File: src/rtl/sph_pkg.sv
// severity priority heap: shared types, constants and the microcode table
// no dependencies; imported by every module of the block except sph_ram
`default_nettype none

package sph_pkg;

    localparam int CAPACITY = 128;
    localparam int AW = $clog2(CAPACITY);
    localparam int CW = $clog2(CAPACITY + 1);
    localparam int LW = AW + 2;

    localparam int S_TDATA_W = 56;
    localparam int M_TDATA_W = 64;

    typedef struct packed {
        logic [15:0] tag;
        logic [31:0] ts;
        logic [7:0]  sev;
    } entry_t;

    localparam int ENTRY_W = $bits(entry_t);

    typedef enum logic [1:0] {
        ST_ADDED      = 2'd0,
        ST_DISPATCHED = 2'd1,
        ST_EMPTY      = 2'd2,
        ST_FULL       = 2'd3
    } status_t;

    typedef enum logic [3:0] {
        C_NEVER,
        C_ALWAYS,
        C_START,
        C_DISP,
        C_FULL,
        C_POS_ZERO,
        C_NOT_UP,
        C_EMPTY,
        C_NO_LEFT,
        C_NO_RIGHT,
        C_BEST_IS_POS,
        C_OUT_FREE
    } cond_t;

    typedef enum logic [2:0] {
        RD_PARENT,
        RD_ROOT,
        RD_LAST,
        RD_LEFT,
        RD_RIGHT
    } rd_sel_t;

    typedef enum logic [1:0] {
        WR_RD,
        WR_CUR,
        WR_BEST
    } wr_sel_t;

    typedef enum logic [2:0] {
        POS_KEEP,
        POS_COUNT,
        POS_ZERO,
        POS_PARENT,
        POS_BEST
    } pos_op_t;

    typedef enum logic [1:0] {
        CUR_KEEP,
        CUR_IN,
        CUR_RD
    } cur_op_t;

    typedef enum logic [1:0] {
        BEST_KEEP,
        BEST_LEFT,
        BEST_RIGHT
    } best_op_t;

    typedef enum logic [1:0] {
        CNT_KEEP,
        CNT_INC,
        CNT_DEC
    } cnt_op_t;

    typedef logic [4:0] step_t;

    localparam step_t U_IDLE    = 5'd0;
    localparam step_t U_DECODE  = 5'd1;
    localparam step_t U_ADD     = 5'd2;
    localparam step_t U_UPTEST  = 5'd3;
    localparam step_t U_UPCMP   = 5'd4;
    localparam step_t U_UPMOVE  = 5'd5;
    localparam step_t U_UPPLACE = 5'd6;
    localparam step_t U_EADD    = 5'd7;
    localparam step_t U_EFULL   = 5'd8;
    localparam step_t U_EEMPTY  = 5'd9;
    localparam step_t U_D0      = 5'd10;
    localparam step_t U_D1      = 5'd11;
    localparam step_t U_D2      = 5'd12;
    localparam step_t U_D3      = 5'd13;
    localparam step_t U_DNTEST  = 5'd14;
    localparam step_t U_DNL     = 5'd15;
    localparam step_t U_DNR     = 5'd16;
    localparam step_t U_DNCHK   = 5'd17;
    localparam step_t U_DNMOVE  = 5'd18;
    localparam step_t U_DNPLACE = 5'd19;
    localparam step_t U_EDISP   = 5'd20;

    typedef struct packed {
        cond_t    cond;
        step_t    target;
        logic     hold;
        logic     take;
        logic     rd_en;
        rd_sel_t  rd_sel;
        logic     wr_en;
        wr_sel_t  wr_sel;
        pos_op_t  pos_op;
        cur_op_t  cur_op;
        best_op_t best_op;
        cnt_op_t  cnt_op;
        logic     out_load;
        logic     emit;
        status_t  emit_status;
        logic     emit_zero;
    } ctrl_t;

    typedef struct packed {
        logic full;
        logic empty;
        logic pos_zero;
        logic not_up;
        logic no_left;
        logic no_right;
        logic best_is_pos;
    } dp_flags_t;

    typedef struct packed {
        logic      start;
        logic      disp;
        logic      out_free;
        dp_flags_t dp;
    } cond_flags_t;

    function automatic ctrl_t ucode_rom(input step_t s);
        ctrl_t w;
        w = '0;
        case (s)
            U_IDLE: begin
                w.cond = C_START; w.target = U_DECODE; w.hold = 1'b1;
            end
            U_DECODE: begin
                w.cond = C_DISP; w.target = U_D0; w.take = 1'b1;
                w.cur_op = CUR_IN; w.pos_op = POS_COUNT;
            end
            U_ADD: begin
                w.cond = C_FULL; w.target = U_EFULL;
            end
            U_UPTEST: begin
                w.cond = C_POS_ZERO; w.target = U_UPPLACE;
                w.rd_en = 1'b1; w.rd_sel = RD_PARENT;
            end
            U_UPCMP: begin
                w.cond = C_NOT_UP; w.target = U_UPPLACE;
            end
            U_UPMOVE: begin
                w.cond = C_ALWAYS; w.target = U_UPTEST;
                w.wr_en = 1'b1; w.wr_sel = WR_RD; w.pos_op = POS_PARENT;
            end
            U_UPPLACE: begin
                w.wr_en = 1'b1; w.wr_sel = WR_CUR; w.cnt_op = CNT_INC;
            end
            U_EADD: begin
                w.cond = C_OUT_FREE; w.target = U_IDLE; w.hold = 1'b1;
                w.emit = 1'b1; w.emit_status = ST_ADDED; w.emit_zero = 1'b1;
            end
            U_EFULL: begin
                w.cond = C_OUT_FREE; w.target = U_IDLE; w.hold = 1'b1;
                w.emit = 1'b1; w.emit_status = ST_FULL; w.emit_zero = 1'b1;
            end
            U_EEMPTY: begin
                w.cond = C_OUT_FREE; w.target = U_IDLE; w.hold = 1'b1;
                w.emit = 1'b1; w.emit_status = ST_EMPTY; w.emit_zero = 1'b1;
            end
            U_D0: begin
                w.cond = C_EMPTY; w.target = U_EEMPTY;
                w.rd_en = 1'b1; w.rd_sel = RD_ROOT;
            end
            U_D1: begin
                w.out_load = 1'b1; w.cnt_op = CNT_DEC;
            end
            U_D2: begin
                w.cond = C_EMPTY; w.target = U_EDISP;
                w.rd_en = 1'b1; w.rd_sel = RD_LAST; w.pos_op = POS_ZERO;
            end
            U_D3: begin
                w.cur_op = CUR_RD;
            end
            U_DNTEST: begin
                w.cond = C_NO_LEFT; w.target = U_DNPLACE;
                w.rd_en = 1'b1; w.rd_sel = RD_LEFT;
            end
            U_DNL: begin
                w.cond = C_NO_RIGHT; w.target = U_DNCHK;
                w.rd_en = 1'b1; w.rd_sel = RD_RIGHT; w.best_op = BEST_LEFT;
            end
            U_DNR: begin
                w.best_op = BEST_RIGHT;
            end
            U_DNCHK: begin
                w.cond = C_BEST_IS_POS; w.target = U_DNPLACE;
            end
            U_DNMOVE: begin
                w.cond = C_ALWAYS; w.target = U_DNTEST;
                w.wr_en = 1'b1; w.wr_sel = WR_BEST; w.pos_op = POS_BEST;
            end
            U_DNPLACE: begin
                w.wr_en = 1'b1; w.wr_sel = WR_CUR;
            end
            U_EDISP: begin
                w.cond = C_OUT_FREE; w.target = U_IDLE; w.hold = 1'b1;
                w.emit = 1'b1; w.emit_status = ST_DISPATCHED;
            end
            default: begin
                w.cond = C_ALWAYS; w.target = U_IDLE;
            end
        endcase
        return w;
    endfunction

endpackage

`default_nettype wire

File: src/rtl/sph_seq.sv
// microcode sequencer: step counter, control rom and conditional jumps
// depends on sph_pkg
`default_nettype none

module sph_seq (
    input  wire logic                aclk,
    input  wire logic                aresetn,
    input  wire sph_pkg::cond_flags_t flags,
    output sph_pkg::ctrl_t           ctrl
);

    import sph_pkg::*;

    step_t step_reg;
    step_t step_next;
    logic  cond_hit;

    assign ctrl = ucode_rom(step_reg);

    always_comb begin
        case (ctrl.cond)
            C_NEVER:       cond_hit = 1'b0;
            C_ALWAYS:      cond_hit = 1'b1;
            C_START:       cond_hit = flags.start;
            C_DISP:        cond_hit = flags.disp;
            C_FULL:        cond_hit = flags.dp.full;
            C_POS_ZERO:    cond_hit = flags.dp.pos_zero;
            C_NOT_UP:      cond_hit = flags.dp.not_up;
            C_EMPTY:       cond_hit = flags.dp.empty;
            C_NO_LEFT:     cond_hit = flags.dp.no_left;
            C_NO_RIGHT:    cond_hit = flags.dp.no_right;
            C_BEST_IS_POS: cond_hit = flags.dp.best_is_pos;
            C_OUT_FREE:    cond_hit = flags.out_free;
            default:       cond_hit = 1'b0;
        endcase
    end

    always_comb begin
        if (cond_hit) begin
            step_next = ctrl.target;
        end else if (ctrl.hold) begin
            step_next = step_reg;
        end else begin
            step_next = step_reg + step_t'(1);
        end
    end

    always_ff @(posedge aclk) begin
        if (!aresetn) begin
            step_reg <= U_IDLE;
        end else begin
            step_reg <= step_next;
        end
    end

endmodule

`default_nettype wire

File: config.mk
export PLATFORM = sky130hd
export DESIGN_NAME = sph_seq
export DESIGN_NICKNAME = d
export VERILOG_FILES = /design/src/rtl/sph_pkg.sv /design/src/rtl/sph_seq.sv
export SDC_FILE = /design/constraint.sdc
export NUM_CORES = 1
export LEC_CHECK = 0
export BUFFER_PORTS_ARGS = -buffer_cell sky130_fd_sc_hd__buf_2
export CORE_UTILIZATION = 44
export CTS_CLUSTER_SIZE = 14
export DETAILED_ROUTE_END_ITERATION = 16
export PLACE_DENSITY = 0.77
export RECOVER_POWER = 25
export SYNTH_ARGS = -nofsm -noshare
export SYNTH_HDL_FRONTEND = slang
export SYNTH_SLANG_ARGS = --single-unit
File: constraint.sdc
create_clock -name aclk -period 3.25 [get_ports aclk]
set_input_delay 0.325 -clock aclk [delete_from_list [all_inputs] [get_ports aclk]]
set_output_delay 0.325 -clock aclk [all_outputs]
set_load 0.01 [all_outputs]
==> results.txt <==
CP endpoint -> step_reg[1]$_SDFFE_PN0P_
Critical path origin -> step_reg[2]$_SDFFE_PN0P_
Clock sink count -> 5
Post-route setup TNS -> 0 ns
First DRT Iteration DRCs -> 59
Post-synthesis net count -> 177
Dpl hpwl -> 2700 um
Die ar. -> 2670 um^2
Routed wire length per instance -> 14.8 um
Inserted Diodes -> 0
Compound-Gate Fraction of Synth Area -> 31.0%
Fin. max-slew vios -> 0
Synth area leader -> dfxtp_1
Clock tree buffer depth -> 2
Layout Cell Area excl Fill -> 1360 um^2
Max-cap check violation count -> 0
Flops & latches, synth -> 5
Async set-reset flop share out of synthesis -> 0%
Hold WS -> 0.395 ns
M3 GR Usage -> 1.46%
Post-synth top area share -> 9.22%
EDFF count, synth -> 0
GR peak layer -> met2
Gr usage total -> 27.0%
Final setup violation count -> 0
Final Cycle Share -> 94.2%
Fraction of layout cells with a size suffix above 1 -> 27.8%
HP Class -> input port to flip-flop
Initial antenna violation count -> 0
R2r setup slk -> 0.19 ns
Worst EP arrival -> 3.19 ns
Pre-antenna DRT Iters -> 4
Register area share after synthesis -> 9.22%
Placer congestion estimate -> 0.915
Die W -> 51.7 um
CTS tree -> built
Met1 GRT Util -> 34.6%
RR Startpoint -> step_reg[2]$_SDFFE_PN0P_
Detailed-route wire length -> 3460 um
Met2 Use GR -> 47.0%
Worst-Margin Slew -> 0.631 ns
RR Endpoint -> step_reg[1]$_SDFFE_PN0P_
Syn Inst Count -> 160
Power Density -> 872 nW/um^2
Worst-Skew Late Latency -> 0.24 ns
First-pass GRT wire length -> 5550 um
Min Clock Period, post-route -> 3.06 ns
Ys Warns -> 0
Largest family of logic cells by synthesized area -> simple AND/OR/NAND/NOR gates
DP Area -> 1330 um^2
P&R area growth vs syn -> 25.2%
Vias per cell -> 6.04
CP endpoint kind -> flip-flop
# rows -> 17
Required @ worst endpoint -> 3.38 ns
Avg Cell Area, Syn -> 6.79 um^2
Initial Utilization -> 47.7%
Final hold viol count -> 0
Crit path kind -> flip-flop to flip-flop
R2R depth -> 9
Startpoint types -> flip-flop
Port bufs -> 43
Status -> complete, no violations
Post-Synth Adder-Cell Area -> 5.76%
Worst Skew -> 0.0000733 ns
RSZ-0062 raised after global routing -> false
Core Util, Final -> 59.8%
Clk root buf -> clkbuf_4
Core Region -> 2280 um^2
Post-synth cell types -> 49
Crit Path Max Fanout -> 17
Vias in the first global route -> 1274
Peak supply drop -> 0.756 mV
Prevailing post-synth register cell -> dfxtp_1
Chip height -> 51.7 um
Drt drc -> 0
Pleak -> 0.670 nW
Mapped Area -> 1090 um^2
Post-synthesis mux area share -> 5.76%
Synth Area in Simple Gates -> 34.2%
Fmax -> 327 MHz
Reg clk slew, reported paths -> 0.04 ns
Max reg flops -> 5
Io pins -> 44
Slew margin rel. -> 57.9%
Final #Nets -> 223
Top cells by area, synth -> dfxtp_1, nand2_1, ha_1
Gr ovfl total -> 0
Largest net degree at the start of global routing -> 19
CTS H-tree lvls -> 1
Num CTS Buffers -> 3
XOR/XNOR Fraction of Synth Area -> 2.42%
DR vias -> 1408
Post-DRT Antenna Nets -> 0
==> worst min-delay path by stage <==
stage | end | slack, ns | from | cells past startpoint
2_1_floorplan | step_reg[3]$_SDFFE_PN0P_ | 0.61 | step_reg[0]$_SDFFE_PN0P_ | 4
3_3_place_gp | step_reg[2]$_SDFFE_PN0P_ | 0.63 | aresetn | 3
3_5_place_dp | step_reg[2]$_SDFFE_PN0P_ | 0.65 | aresetn | 3
4_1_cts | step_reg[2]$_SDFFE_PN0P_ | 0.39 | aresetn | 3
5_1_grt | step_reg[2]$_SDFFE_PN0P_ | 0.40 | aresetn | 3
6_report | step_reg[2]$_SDFFE_PN0P_ | 0.40 | aresetn | 3
==> critical path: stages, from the launching register on <==
cell      delay, ns
dfxtp_1        0.69
clkbuf_1       0.31
nor2b_1        0.32
a211o_1        0.21
o2111a_1       0.30
inv_1          0.12
a211o_1        0.25
o311a_1        0.15
or3_4          0.44
mux2i_1        0.13
==> power by group <==
| part | total (mW) | leakage, nW | internal (mW) | switching [mW] |
|---|---|---|---|---|
| Sequential | 0.121 | 0.0411 | 0.0805 | 0.0408 |
| Clock | 0.0737 | 0.0150 | 0.0465 | 0.0272 |
| Combinational | 0.990 | 0.614 | 0.430 | 0.560 |
==> cell usage in the layout (no fill, tap or decap), drive strengths merged, types with 3 or more instances in the layout <==
master	n
a21oi	6
a31oi	4
and2	4
buf	49
clkbuf	11
dfxtp	5
ha	5
inv	10
mux2i	4
nand2	20
nand2b	7
nand3	3
nor2	15
nor2b	6
nor3	3
o211ai	3
o21ai	8
or3	3
xnor2	3
==> per-layer routing <==
layer / part of all wire, % / vias to the layer above
met3: 5.8 / 5
met2: 52 / 69
met4: 0.84 / 0
met1: 42 / 673
met5: 0 / -
li1: - / 661
==> synth_stat cells (3+ instances only) <==
cell / instances
inv_1: 10
ha_1: 5
o21ai_0: 8
nand3_1: 3
dfxtp_1: 5
nand2b_1: 7
o211ai_1: 3
buf_6: 3
a21oi_1: 6
mux2i_1: 4
nor2b_1: 6
nand2_1: 20
and2_1: 4
nor2_1: 14
clkbuf_1: 7
xnor2_1: 3
a31oi_1: 4
or3_1: 3
==> timing repair <==
action	4_1_cts	5_1_grt
hold buffers	0	0
buffers inserted	0	2
resized for setup	0	1
setup endpoints to repair	0	5
==> kinds of logic (layout without fill, tap and decap cells) <==
family | after synthesis | in the layout
AND/OR/NAND/NOR | 70 | 70
AO/OA/AOI/OAI | 46 | 46
buffers and inverters | 25 | 70
multiplexers | 6 | 6
adder cells (fa/ha/maj) | 5 | 5
flip-flops | 5 | 5
XOR/XNOR | 3 | 3
==> stage by stage <==
stage	cells	total power [mW]	worst slack, ns
detailed placement	227	1.06	0.111
floorplan	160	0.817	0.118
CTS	231	1.14	0.0955
global route	233	1.28	0.0405
global placement	227	1.03	0.218
finish	233	1.19	0.189
==> cell type report <==
| cell class | instances | area (um^2) |
|---|---|---|
| Inverter | 10 | 37.5 |
| Clock buffer | 4 | 26.3 |
| Timing Repair Buffer | 56 | 299 |
| Multi-Input combinational cell | 130 | 862 |
| Sequential cell | 5 | 100 |
| Fill cell | 214 | 916 |
| Tap cell | 28 | 35.0 |
(Power assumes the default switching activity.)
